===== src/dsei_pkg.sv =====
// Shared types, codes and constants of the depth info SEI parser.
`timescale 1ns / 1ps
`default_nettype none
package dsei_pkg;

    typedef struct packed {
        logic [7:0] data_byte;
        logic       last_byte;
    } t_in_word;

    typedef struct packed {
        logic [2:0]  field_kind;
        logic [63:0] field_value;
        logic        value_unspecified;
        logic        end_of_run;
    } t_out_word;

    typedef struct packed {
        logic        sign;
        logic [6:0]  exponent;
        logic [5:0]  mant_len;
        logic [31:0] mantissa;
    } t_conv_req;

    typedef enum logic [3:0] {
        PH_LEN, PH_NALSIZE, PH_NALTYPE, PH_SKIP, PH_PID, PH_PSIZE, PH_FLAGS,
        PH_REP_Z, PH_REP_S, PH_REF_Z, PH_REF_S, PH_SIGN, PH_EXP, PH_MLEN,
        PH_MANT, PH_DONE
    } t_phase;

    typedef enum logic [2:0] {
        SQ_IDLE, SQ_BYTE, SQ_BITS, SQ_CONV, SQ_FIN, SQ_DRAIN
    } t_seq_state;

    typedef enum logic [1:0] {
        CV_IDLE, CV_RUN
    } t_conv_state;

    localparam logic [2:0] K_FLAGS   = 3'd0;
    localparam logic [2:0] K_REP     = 3'd1;
    localparam logic [2:0] K_REF     = 3'd2;
    localparam logic [2:0] K_ZNEAR   = 3'd3;
    localparam logic [2:0] K_DMAX    = 3'd6;
    localparam logic [2:0] K_OUTCOME = 3'd7;

    localparam logic [2:0] OC_PARSED      = 3'd0;
    localparam logic [2:0] OC_SHORT       = 3'd1;
    localparam logic [2:0] OC_NOT_SEI     = 3'd2;
    localparam logic [2:0] OC_OTHER_PL    = 3'd3;
    localparam logic [2:0] OC_EARLY_END   = 3'd4;
    localparam logic [2:0] OC_GOLOMB_LONG = 3'd5;

    localparam logic [6:0]  NAL_TYPE_A    = 7'd39;
    localparam logic [6:0]  NAL_TYPE_B    = 7'd40;
    localparam logic [7:0]  DEPTH_PL_TYPE = 8'd177;
    localparam logic [5:0]  MAX_ZEROS     = 6'd31;
    localparam logic [6:0]  EXP_UNSPEC    = 7'd127;
    localparam logic [31:0] MIN_LENGTH    = 32'd4;
    localparam logic [10:0] EXP_BIAS_ADJ  = 11'd992;
    localparam logic [10:0] EXP_DENORM    = 11'd1024;

endpackage
`default_nettype wire


===== src/dsei_ifs.sv =====
// Valid/ready channel interfaces for input bytes and parsed results.
`timescale 1ns / 1ps
`default_nettype none
interface dsei_in_if;
    logic                valid;
    logic                ready;
    dsei_pkg::t_in_word  data;
    modport source (output valid, output data, input ready);
    modport sink   (input valid, input data, output ready);
endinterface

interface dsei_out_if;
    logic                valid;
    logic                ready;
    dsei_pkg::t_out_word data;
    modport source (output valid, output data, input ready);
    modport sink   (input valid, input data, output ready);
endinterface
`default_nettype wire


===== src/depth_info_sei_parser_core.sv =====
// Top level of the depth representation info SEI parser.
//
//  channel  dir  payload                                             flow
//  i_in     in   data_byte[7:0], last_byte                           valid/ready
//  o_out    out  field_kind[2:0], field_value[63:0],
//                value_unspecified, end_of_run                       valid/ready
//
// A header byte is handled in the byte step; a payload byte runs the
// one-bit-per-cycle parse loop, which halts while the shared shift unit
// converts a depth element; then the results drain from the 4-entry
// per-byte result buffer. Not ready while a byte is in work. Synchronous
// reset returns to waiting for the length header. A stalled output holds the
// sequencer in the drain step; the output register frees the input side.
`timescale 1ns / 1ps
`default_nettype none
module depth_info_sei_parser_core (
    input  wire logic  i_clk,
    input  wire logic  i_rst_n,
    dsei_in_if.sink    i_in,
    dsei_out_if.source o_out
);
    import dsei_pkg::*;

    t_seq_state r_state, n_state;
    t_phase     r_phase, n_phase;
    logic [1:0]  r_bytecnt, n_bytecnt;
    logic [31:0] r_len, n_len;
    logic [3:0]  r_flags, n_flags;
    logic [5:0]  r_zc, n_zc;
    logic [31:0] r_acc, n_acc;
    logic        r_sign, n_sign;
    logic [6:0]  r_exp, n_exp;
    logic [5:0]  r_mlen, n_mlen;
    logic [31:0] r_mant, n_mant;
    logic [5:0]  r_brem, n_brem;
    logic [1:0]  r_eidx, n_eidx;
    logic [2:0]  r_outcome, n_outcome;

    logic [7:0]  r_data;
    logic        r_last;
    logic [2:0]  r_bitidx;
    logic [2:0]  r_ckind;
    logic        r_cunsp;

    t_out_word   r_buf [4];
    logic [2:0]  r_bcnt;
    logic [1:0]  r_rd;
    logic        r_ovalid;
    t_out_word   r_oword;

    logic        w_bit;
    logic        w_push;
    t_out_word   w_push_word;
    logic        w_conv_start;
    t_conv_req   w_conv_req;
    logic        w_conv_done;
    logic [63:0] w_conv_bits;
    logic        w_is_bitphase;
    logic        w_load;
    logic        w_rd_last;
    logic [31:0] w_len_next;
    logic [31:0] w_gval;
    logic [2:0]  w_ne;
    t_out_word   w_head;

    function automatic logic [2:0] f_next_elem(input logic [3:0] flags, input logic [2:0] from);
        logic [2:0] res;
        res = 3'd4;
        for (int j = 3; j >= 0; j--) begin
            if (3'(j) >= from && flags[3 - j]) res = 3'(j);
        end
        return res;
    endfunction

    dsei_f64_conv u_conv (
        .i_clk   (i_clk),
        .i_rst_n (i_rst_n),
        .i_start (w_conv_start),
        .i_req   (w_conv_req),
        .o_done  (w_conv_done),
        .o_bits  (w_conv_bits)
    );

    assign w_bit         = r_data[r_bitidx];
    assign w_is_bitphase = !(r_phase inside {PH_LEN, PH_NALSIZE, PH_NALTYPE, PH_SKIP,
                                             PH_PID, PH_PSIZE, PH_DONE});
    assign w_len_next    = {r_len[23:0], r_data};
    assign w_gval        = {r_acc[30:0], w_bit} - 32'd1;
    assign w_load        = (r_state == SQ_DRAIN) && (!r_ovalid || o_out.ready);
    assign w_rd_last     = ({1'b0, r_rd} + 3'd1) == r_bcnt;

    assign i_in.ready  = (r_state == SQ_IDLE);
    assign o_out.valid = r_ovalid;
    assign o_out.data  = r_oword;

    always_comb begin
        w_head            = r_buf[r_rd];
        w_head.end_of_run = w_rd_last;
    end

    // parse datapath
    always_comb begin
        n_phase   = r_phase;
        n_bytecnt = r_bytecnt;
        n_len     = r_len;
        n_flags   = r_flags;
        n_zc      = r_zc;
        n_acc     = r_acc;
        n_sign    = r_sign;
        n_exp     = r_exp;
        n_mlen    = r_mlen;
        n_mant    = r_mant;
        n_brem    = r_brem;
        n_eidx    = r_eidx;
        n_outcome = r_outcome;
        w_push       = 1'b0;
        w_push_word  = '0;
        w_conv_start = 1'b0;
        w_conv_req   = '{sign: r_sign, exponent: r_exp, mant_len: r_mlen,
                         mantissa: {r_mant[30:0], w_bit}};
        w_ne         = 3'd4;

        case (r_state)
            SQ_BYTE: begin
                case (r_phase)
                    PH_LEN: begin
                        n_len = w_len_next;
                        if (r_bytecnt == 2'd3) begin
                            n_bytecnt = 2'd0;
                            if (w_len_next <= MIN_LENGTH) begin
                                n_outcome = OC_SHORT;
                                n_phase   = PH_DONE;
                            end else begin
                                n_phase = PH_NALSIZE;
                            end
                        end else begin
                            n_bytecnt = r_bytecnt + 2'd1;
                        end
                    end
                    PH_NALSIZE: begin
                        if (r_bytecnt == 2'd3) begin
                            n_bytecnt = 2'd0;
                            n_phase   = PH_NALTYPE;
                        end else begin
                            n_bytecnt = r_bytecnt + 2'd1;
                        end
                    end
                    PH_NALTYPE: begin
                        if (r_data[7:1] inside {NAL_TYPE_A, NAL_TYPE_B}) begin
                            n_phase = PH_SKIP;
                        end else begin
                            n_outcome = OC_NOT_SEI;
                            n_phase   = PH_DONE;
                        end
                    end
                    PH_SKIP: n_phase = PH_PID;
                    PH_PID: begin
                        if (r_data == DEPTH_PL_TYPE) begin
                            n_phase = PH_PSIZE;
                        end else begin
                            n_outcome = OC_OTHER_PL;
                            n_phase   = PH_DONE;
                        end
                    end
                    PH_PSIZE: begin
                        n_flags = 4'd0;
                        n_brem  = 6'd4;
                        n_phase = PH_FLAGS;
                    end
                    default: ;
                endcase
            end
            SQ_BITS: begin
                case (r_phase)
                    PH_FLAGS: begin
                        n_flags = {r_flags[2:0], w_bit};
                        n_brem  = r_brem - 6'd1;
                        if (r_brem == 6'd1) begin
                            w_push      = 1'b1;
                            w_push_word = '{field_kind: K_FLAGS,
                                            field_value: {60'd0, r_flags[2:0], w_bit},
                                            value_unspecified: 1'b0, end_of_run: 1'b0};
                            n_zc    = 6'd0;
                            n_acc   = 32'd0;
                            n_phase = PH_REP_Z;
                        end
                    end
                    PH_REP_Z, PH_REF_Z: begin
                        if (!w_bit) begin
                            n_zc = r_zc + 6'd1;
                            if (r_zc == MAX_ZEROS) begin
                                n_outcome = OC_GOLOMB_LONG;
                                n_phase   = PH_DONE;
                            end
                        end else if (r_zc == 6'd0) begin
                            w_push      = 1'b1;
                            w_push_word = '{field_kind: (r_phase == PH_REP_Z) ? K_REP : K_REF,
                                            field_value: 64'd0,
                                            value_unspecified: 1'b0, end_of_run: 1'b0};
                            n_acc = 32'd0;
                            if (r_phase == PH_REP_Z && r_flags[1:0] != 2'd0) begin
                                n_phase = PH_REF_Z;
                            end else begin
                                w_ne = f_next_elem(r_flags, 3'd0);
                                if (w_ne[2]) begin
                                    n_outcome = OC_PARSED;
                                    n_phase   = PH_DONE;
                                end else begin
                                    n_eidx  = w_ne[1:0];
                                    n_phase = PH_SIGN;
                                end
                            end
                        end else begin
                            n_brem  = r_zc;
                            n_acc   = 32'd1;
                            n_phase = (r_phase == PH_REP_Z) ? PH_REP_S : PH_REF_S;
                        end
                    end
                    PH_REP_S, PH_REF_S: begin
                        n_acc  = {r_acc[30:0], w_bit};
                        n_brem = r_brem - 6'd1;
                        if (r_brem == 6'd1) begin
                            w_push      = 1'b1;
                            w_push_word = '{field_kind: (r_phase == PH_REP_S) ? K_REP : K_REF,
                                            field_value: {32'd0, w_gval},
                                            value_unspecified: 1'b0, end_of_run: 1'b0};
                            n_zc  = 6'd0;
                            n_acc = 32'd0;
                            if (r_phase == PH_REP_S && r_flags[1:0] != 2'd0) begin
                                n_phase = PH_REF_Z;
                            end else begin
                                w_ne = f_next_elem(r_flags, 3'd0);
                                if (w_ne[2]) begin
                                    n_outcome = OC_PARSED;
                                    n_phase   = PH_DONE;
                                end else begin
                                    n_eidx  = w_ne[1:0];
                                    n_phase = PH_SIGN;
                                end
                            end
                        end
                    end
                    PH_SIGN: begin
                        n_sign  = w_bit;
                        n_exp   = 7'd0;
                        n_brem  = 6'd7;
                        n_phase = PH_EXP;
                    end
                    PH_EXP: begin
                        n_exp  = {r_exp[5:0], w_bit};
                        n_brem = r_brem - 6'd1;
                        if (r_brem == 6'd1) begin
                            n_mlen  = 6'd0;
                            n_brem  = 6'd5;
                            n_phase = PH_MLEN;
                        end
                    end
                    PH_MLEN: begin
                        n_mlen = {1'b0, r_mlen[3:0], w_bit};
                        n_brem = r_brem - 6'd1;
                        if (r_brem == 6'd1) begin
                            n_mlen  = {1'b0, r_mlen[3:0], w_bit} + 6'd1;
                            n_brem  = {1'b0, r_mlen[3:0], w_bit} + 6'd1;
                            n_mant  = 32'd0;
                            n_phase = PH_MANT;
                        end
                    end
                    PH_MANT: begin
                        n_mant = {r_mant[30:0], w_bit};
                        n_brem = r_brem - 6'd1;
                        if (r_brem == 6'd1) begin
                            w_conv_start = 1'b1;
                            w_ne = f_next_elem(r_flags, {1'b0, r_eidx} + 3'd1);
                            if (w_ne[2]) begin
                                n_outcome = OC_PARSED;
                                n_phase   = PH_DONE;
                            end else begin
                                n_eidx  = w_ne[1:0];
                                n_phase = PH_SIGN;
                            end
                        end
                    end
                    default: ;
                endcase
            end
            SQ_CONV: begin
                if (w_conv_done) begin
                    w_push      = 1'b1;
                    w_push_word = '{field_kind: r_ckind, field_value: w_conv_bits,
                                    value_unspecified: r_cunsp, end_of_run: 1'b0};
                end
            end
            SQ_FIN: begin
                if (r_last) begin
                    w_push      = 1'b1;
                    w_push_word = '{field_kind: K_OUTCOME, field_value: {61'd0, r_outcome},
                                    value_unspecified: 1'b0, end_of_run: 1'b0};
                    n_phase   = PH_LEN;
                    n_bytecnt = 2'd0;
                    n_len     = 32'd0;
                    n_flags   = 4'd0;
                    n_zc      = 6'd0;
                    n_acc     = 32'd0;
                    n_sign    = 1'b0;
                    n_exp     = 7'd0;
                    n_mlen    = 6'd0;
                    n_mant    = 32'd0;
                    n_brem    = 6'd0;
                    n_eidx    = 2'd0;
                    n_outcome = OC_EARLY_END;
                end
            end
            default: ;
        endcase
    end

    // sequencer next state
    always_comb begin
        n_state = r_state;
        case (r_state)
            SQ_IDLE: if (i_in.valid) n_state = SQ_BYTE;
            SQ_BYTE: n_state = w_is_bitphase ? SQ_BITS : SQ_FIN;
            SQ_BITS: begin
                if (w_conv_start) begin
                    n_state = SQ_CONV;
                end else if (r_bitidx == 3'd0 || n_phase == PH_DONE) begin
                    n_state = SQ_FIN;
                end
            end
            SQ_CONV: begin
                if (w_conv_done) begin
                    if (r_bitidx == 3'd0 || r_phase == PH_DONE) n_state = SQ_FIN;
                    else n_state = SQ_BITS;
                end
            end
            SQ_FIN:   n_state = (r_last || r_bcnt != 3'd0) ? SQ_DRAIN : SQ_IDLE;
            SQ_DRAIN: if (w_load && w_rd_last) n_state = SQ_IDLE;
            default:  n_state = SQ_IDLE;
        endcase
    end

    always_ff @(posedge i_clk) begin
        if (!i_rst_n) begin
            r_state   <= SQ_IDLE;
            r_phase   <= PH_LEN;
            r_bytecnt <= 2'd0;
            r_len     <= 32'd0;
            r_flags   <= 4'd0;
            r_zc      <= 6'd0;
            r_acc     <= 32'd0;
            r_sign    <= 1'b0;
            r_exp     <= 7'd0;
            r_mlen    <= 6'd0;
            r_mant    <= 32'd0;
            r_brem    <= 6'd0;
            r_eidx    <= 2'd0;
            r_outcome <= OC_EARLY_END;
            r_bcnt    <= 3'd0;
            r_rd      <= 2'd0;
            r_ovalid  <= 1'b0;
        end else begin
            r_state   <= n_state;
            r_phase   <= n_phase;
            r_bytecnt <= n_bytecnt;
            r_len     <= n_len;
            r_flags   <= n_flags;
            r_zc      <= n_zc;
            r_acc     <= n_acc;
            r_sign    <= n_sign;
            r_exp     <= n_exp;
            r_mlen    <= n_mlen;
            r_mant    <= n_mant;
            r_brem    <= n_brem;
            r_eidx    <= n_eidx;
            r_outcome <= n_outcome;
            if (w_push && r_bcnt != 3'd4) begin
                r_bcnt <= r_bcnt + 3'd1;
            end else if (w_load && w_rd_last) begin
                r_bcnt <= 3'd0;
            end
            if (w_load) begin
                r_rd <= w_rd_last ? 2'd0 : r_rd + 2'd1;
            end
            if (w_load) begin
                r_ovalid <= 1'b1;
            end else if (o_out.ready) begin
                r_ovalid <= 1'b0;
            end
        end
    end

    always_ff @(posedge i_clk) begin
        if (r_state == SQ_IDLE && i_in.valid) begin
            r_data <= i_in.data.data_byte;
            r_last <= i_in.data.last_byte;
        end
        if (r_state == SQ_BYTE) begin
            r_bitidx <= 3'd7;
        end else if (r_state == SQ_BITS && !w_conv_start && r_bitidx != 3'd0) begin
            r_bitidx <= r_bitidx - 3'd1;
        end else if (r_state == SQ_CONV && w_conv_done && r_bitidx != 3'd0) begin
            r_bitidx <= r_bitidx - 3'd1;
        end
        if (w_conv_start) begin
            r_ckind <= K_ZNEAR + {1'b0, r_eidx};
            r_cunsp <= (r_exp == EXP_UNSPEC);
        end
        if (w_push && r_bcnt != 3'd4) begin
            r_buf[r_bcnt[1:0]] <= w_push_word;
        end
        if (w_load) begin
            r_oword <= w_head;
        end
    end
endmodule
`default_nettype wire


===== src/dsei_f64_conv.sv =====
// Iterative shift unit converting a depth element into IEEE double bits.
`timescale 1ns / 1ps
`default_nettype none
module dsei_f64_conv (
    input  wire logic               i_clk,
    input  wire logic               i_rst_n,
    input  wire logic               i_start,
    input  wire dsei_pkg::t_conv_req i_req,
    output logic                    o_done,
    output logic [63:0]             o_bits
);
    import dsei_pkg::*;

    t_conv_state r_state, n_state;
    logic [31:0] r_a;
    logic [5:0]  r_cnt;
    logic [6:0]  r_e;
    logic        r_s;
    logic        w_shift;

    // left-align to 32 bits, then normalize on the leading one for a zero exponent
    assign w_shift = !r_cnt[5] || (r_e == 7'd0 && r_a != 32'd0 && !r_a[31]);

    always_comb begin
        n_state = r_state;
        case (r_state)
            CV_IDLE: if (i_start) n_state = CV_RUN;
            CV_RUN:  if (!w_shift) n_state = CV_IDLE;
            default: n_state = CV_IDLE;
        endcase
    end

    always_comb begin
        o_done = (r_state == CV_RUN) && !w_shift;
        if (r_e != 7'd0) begin
            o_bits = {r_s, EXP_BIAS_ADJ + {4'd0, r_e}, r_a, 20'd0};
        end else if (r_a == 32'd0) begin
            o_bits = {r_s, 63'd0};
        end else begin
            o_bits = {r_s, 11'(EXP_DENORM - {5'd0, r_cnt}), r_a[30:0], 21'd0};
        end
    end

    always_ff @(posedge i_clk) begin
        if (!i_rst_n) begin
            r_state <= CV_IDLE;
        end else begin
            r_state <= n_state;
        end
    end

    always_ff @(posedge i_clk) begin
        if (r_state == CV_IDLE && i_start) begin
            r_a   <= i_req.mantissa;
            r_cnt <= i_req.mant_len;
            r_e   <= i_req.exponent;
            r_s   <= i_req.sign;
        end else if (r_state == CV_RUN && w_shift) begin
            r_a   <= {r_a[30:0], 1'b0};
            r_cnt <= r_cnt + 6'd1;
        end
    end
endmodule
`default_nettype wire


===== src/flat_wrapper.sv =====
// flat-port wrapper written by rule: the top's interface ports become plain ports
module depth_info_sei_parser_core_flat import dsei_pkg::*;
  (i_clk, i_rst_n, i_in_valid, i_in_data, i_in_ready, o_out_valid, o_out_data, o_out_ready);
  dsei_in_if i_in_i ();
  dsei_out_if o_out_i ();
  input  wire logic i_clk;
  input  wire logic i_rst_n;
  input wire logic [$bits(i_in_i.valid)-1:0] i_in_valid;
  input wire logic [$bits(i_in_i.data)-1:0] i_in_data;
  output wire logic [$bits(i_in_i.ready)-1:0] i_in_ready;
  output wire logic [$bits(o_out_i.valid)-1:0] o_out_valid;
  output wire logic [$bits(o_out_i.data)-1:0] o_out_data;
  input wire logic [$bits(o_out_i.ready)-1:0] o_out_ready;
  assign i_in_i.valid = i_in_valid;
  assign i_in_i.data = i_in_data;
  assign i_in_ready = i_in_i.ready;
  assign o_out_valid = o_out_i.valid;
  assign o_out_data = o_out_i.data;
  assign o_out_i.ready = o_out_ready;
  depth_info_sei_parser_core u_core (.i_clk(i_clk), .i_rst_n(i_rst_n), .i_in(i_in_i), .o_out(o_out_i));
endmodule

===== config.mk =====
export PLATFORM = sky130hd
export DESIGN_NAME = depth_info_sei_parser_core_flat
export DESIGN_NICKNAME = d
export VERILOG_FILES = /design/src/dsei_pkg.sv /design/src/dsei_ifs.sv /design/src/depth_info_sei_parser_core.sv /design/src/dsei_f64_conv.sv /design/src/flat_wrapper.sv
export SDC_FILE = /design/constraint.sdc
export NUM_CORES = 1
export LEC_CHECK = 0
export BUFFER_PORTS_ARGS = -buffer_cell sky130_fd_sc_hd__buf_2
export CORE_MARGIN = 1.5
export CORE_UTILIZATION = 45
export DETAILED_ROUTE_END_ITERATION = 10
export PLACE_DENSITY = 0.62
export SLEW_MARGIN = 0
export SYNTH_ARGS = -nofsm -noshare
export SYNTH_HDL_FRONTEND = slang
export SYNTH_HIERARCHICAL = 1
export SYNTH_SLANG_ARGS = --single-unit

===== constraint.sdc =====
create_clock -name i_clk -period 6.1 [get_ports i_clk]
set_input_delay 1.22 -clock i_clk [delete_from_list [all_inputs] [get_ports i_clk]]
set_output_delay 1.22 -clock i_clk [all_outputs]
set_load 0.02 [all_outputs]

==> key figures <==
Finish
  – Fin nets: 1944
  – Final core area utilization: 0.512
  – Layout cells sized above 1: 0.171
  – Design area: 26300 sq um
  – Layout area overhead: 12.3%
  – Antenna cells: 0

Worst setup path
  – Worst setup EP type: flip-flop
  – Critical R2R Capture: u_core/r_buf[3][45]
  – Reg2Reg Setup Slack: 2010 ps
  – WS Path Type: flip-flop to flip-flop
  – Critical Path RT: 6390 ps
  – Type of origin of the critical path: flip-flop
  – Slowest CP cell: and2_4
  – Crit path cell chain: ha_1 > nor2b_1 > nand2_1 > inv_1 > a311o_1 > a21oi_1 > a221oi_2 > and2_4 > buf_12
  – Worst Path Arrival: 4390 ps
  – Crit-path max FO: 38
  – Origin of the critical flop-to-flop path: u_core/r_brem[0]
  – CP max stage delay: 690 ps
  – Reg2reg path depth: 9

Route
  – # DRC: 0
  – Vias/cell: 5.56
  – WL final: 50700 um
  – 1st-pass router iterations: 5
  – Wire per inst: 19.3 um
  – DRT iter0 DRCs: 1196
  – Number of routed nets with antenna violations: 0
  – Vias post-DR: 14.6k

Synth
  – Top FF cell, synth: edfxtp_1
  – Synth Area in Simple Gates: 0.135
  – Syn Area/Cell: 12.6 sq um
  – Seq/Total Area, Yosys: 0.632
  – Synth Register Bits: 540
  – Ys Warns: 6
  – Compound-Gate Fraction of Synth Area: 0.0800
  – Synth Instances: 1854
  – Number of enable flip-flop cells after synthesis: 400
  – Mapped Area: 23400 sq um
  – Distinct cells, synth: 88
  – Mux contribution to synthesized area: 0.0859
  – Asr flop ratio synth: 0
  – Combinational family with the most area after synthesis: simple AND/OR/NAND/NOR gates
  – Fraction of the mapped netlist area in adder cells: 0.0133
  – Synth Area in XOR/XNOR: 0.0224

STA
  – Slew @ Worst Pin: 1200 ps
  – Hold Vio Cnt, Final: 0
  – RSZ-0062 raised after global routing: false
  – Worst Clk Skew: 18.8 ps
  – Pins Over Slew Limit: 0
  – Fin crit period: 4090 ps
  – Slew margin rel.: 0.203
  – Final setup viols: 0
  – Fmax: 0.244 GHz
  – Crit share post-route: 0.671
  – Setup TNS: 0 ps

Floorplan
  – Initial core utilization: 0.456
  – Cell Rows: 83
  – Die Width: 231 um
  – Core region area: 51400 sq um
  – Top Ports: 84
  – Die area: 53500 sq um
  – Die Height: 231 um

GRT
  – Vias in the first global route: 14.2k
  – Largest net degree at the start of global routing: 71
  – Global Route Usage Sum: 0.192
  – Initial antenna violation count: 0
  – First-pass GRT wire length: 80900 um
  – GRT overflow: 0

Place
  – Placed cell area: 24500 sq um
  – GPL Wtd Cong: 0.917
  – Final HPWL DP: 32000 um
  – Port bufs: 83

Clock network
  – H-tree levels: 2
  – Clock root cell: clkbuf_16
  – TritonCTS clock tree: built
  – Clock insertion delay at the later pin of the skew report: 610 ps
  – CTS Buffer Depth: 3
  – Setup bufs post-CTS: 0
  – CTS Hold Bufs: 0
  – CTS buffer count: 55
  – Clock-pin slew on the worst setup and hold paths: 60 ps
  – CTS sink count: 540
  – Post-CTS sizing: 0

Power and ir drop
  – Peak supply drop: 219 uV
  – PD cells: 305 nW/um^2
  – Leakage Power: 9.11 nW

Min path
  – Hold Path Depth: 2
  – Worst min-delay path class: flip-flop to flip-flop
  – Min-delay src: u_core/r_acc[30]
  – WHS Endpoint: u_core/r_acc[30]

Status
  – Outcome: finished, final reports clean

Job
  – Max capacitance violation total: 0
-- final cells by class --
class / count / area, sq um
multi-input cells: 1170 / 8030
clock inverters: 34 / 337
repair buffers: 108 / 653
clock buffers: 69 / 1500
inverters: 31 / 124
well taps: 680 / 851
fillers: 4405 / 25100
flip-flops and latches: 540 / 14800
-- cell usage after synthesis (49+ instances only) --
| cell | count | area [sq um] |
|---|---|---|
| mux4_2 | 69 | 1550 |
| nand3_1 | 77 | 385 |
| clkbuf_1 | 80 | 300 |
| edfxtp_1 | 400 | 12000 |
| a21oi_1 | 108 | 541 |
| nor2_1 | 120 | 450 |
| and2_1 | 51 | 319 |
| dfxtp_1 | 140 | 2800 |
| a22oi_1 | 49 | 368 |
| nand2_1 | 263 | 987 |
| o21ai_0 | 51 | 255 |
-- registers in the layout, indices dropped and copies added (netlist names), 4 cells and up --
name,flops
u_core/r_acc,31
u_core/r_mlen,6
u_core/r_phase,4
u_core/u_conv/r_cnt,6
u_core/u_conv/r_e,7
u_core/r_mant,31
u_core/r_flags,4
u_core/u_conv/r_a,32
u_core/r_zc,6
u_core/r_len,24
u_core/o_out.data,69
u_core/r_data,8
u_core/r_buf,272
u_core/r_exp,7
u_core/r_brem,6
-- metal layers --
metal | track usage | share of wire | wire length (um) | vias up
li1 | - | - | - | 6926
met1 | 0.272 | 0.45 | 22900 | 7235
met2 | 0.303 | 0.47 | 23900 | 389
met3 | 0.0290 | 0.051 | 2580 | 75
met4 | 0.0629 | 0.027 | 1360 | 0
met5 | 0 | 0 | 0 | -
-- power breakdown --
group	internal, W	switching, W
Clock	0.00199	0.00138
Combinational	0.000210	0.000404
Sequential	0.00396	0.0000690
-- through the flow --
stage / setup WS [ps] / hold slack [ps] / power (W) / cells
finish: 2010 / 464 / 0.00802 / 2632
global route: 1760 / 490 / 0.00831 / 2632
CTS: 2060 / 464 / 0.00810 / 2632
detailed placement: 2070 / 457 / 0.00472 / 2529
global placement: 2080 / 438 / 0.00472 / 2529
floorplan: 1670 / 409 / 0.00455 / 1873
-- layout by cell type (no fill, tap or decap), types with 6 or more instances in the layout --
| cell | n |
|---|---|
| o21ai_0 | 51 |
| xor2_1 | 28 |
| nand3_1 | 76 |
| nor3_1 | 31 |
| a21oi_1 | 108 |
| nand2_1 | 263 |
| mux2_2 | 31 |
| inv_1 | 28 |
| o21bai_1 | 7 |
| a22oi_1 | 49 |
| a31oi_1 | 7 |
| dfxtp_1 | 138 |
| clkinv_2 | 12 |
| buf_4 | 21 |
| and2_1 | 47 |
| nand4_1 | 12 |
| conb_1 | 20 |
| nand3b_1 | 6 |
| or3_1 | 6 |
| ha_1 | 25 |
| buf_2 | 83 |
| nor4_1 | 26 |
| nor2b_1 | 13 |
| o211ai_1 | 7 |
| nor2_1 | 119 |
| nand2b_1 | 14 |
| mux2i_1 | 7 |
| clkbuf_1 | 8 |
| clkbuf_16 | 56 |
| o21ai_1 | 13 |
| xnor2_1 | 32 |
| mux4_2 | 69 |
| bufinv_16 | 6 |
| edfxtp_1 | 400 |
| clkinv_1 | 11 |
-- how the worst max path moves through the flow --
stage                         startpoint                   end  slack, ps  depth (start not counted)
floorplan           u_core/u_conv/r_e[5]  u_core/u_conv/r_a[0]       1670                          5
global placement        u_core/r_brem[0]   u_core/r_buf[0][20]       2080                          6
detailed placement      u_core/r_brem[0]   u_core/r_buf[3][51]       2070                          9
CTS                     u_core/r_brem[0]   u_core/r_buf[3][27]       2060                          9
global route            u_core/r_brem[0]   u_core/r_buf[3][31]       1760                          9
finish                  u_core/r_brem[0]   u_core/r_buf[3][45]       2010                          9
-- kinds of logic (layout without fill, tap and decap cells) --
| family | count (synthesis) | after routing |
|---|---|---|
| fa+ha+maj | 25 | 25 |
| buf+inv | 163 | 242 |
| other cells | 1 | 20 |
| flops | 540 | 540 |
| mux | 109 | 109 |
| xor+xnor | 60 | 60 |
| simple gates | 660 | 660 |
| compound gates | 296 | 296 |
-- worst max-delay path: cells and delay by family (launching register included) --
family,cells,cell delay (ps)
simple gates,3,1320
buf+inv,2,990
compound gates,3,800
flops,1,450
fa+ha+maj,1,200
Power figures use the tool's default switching activity.
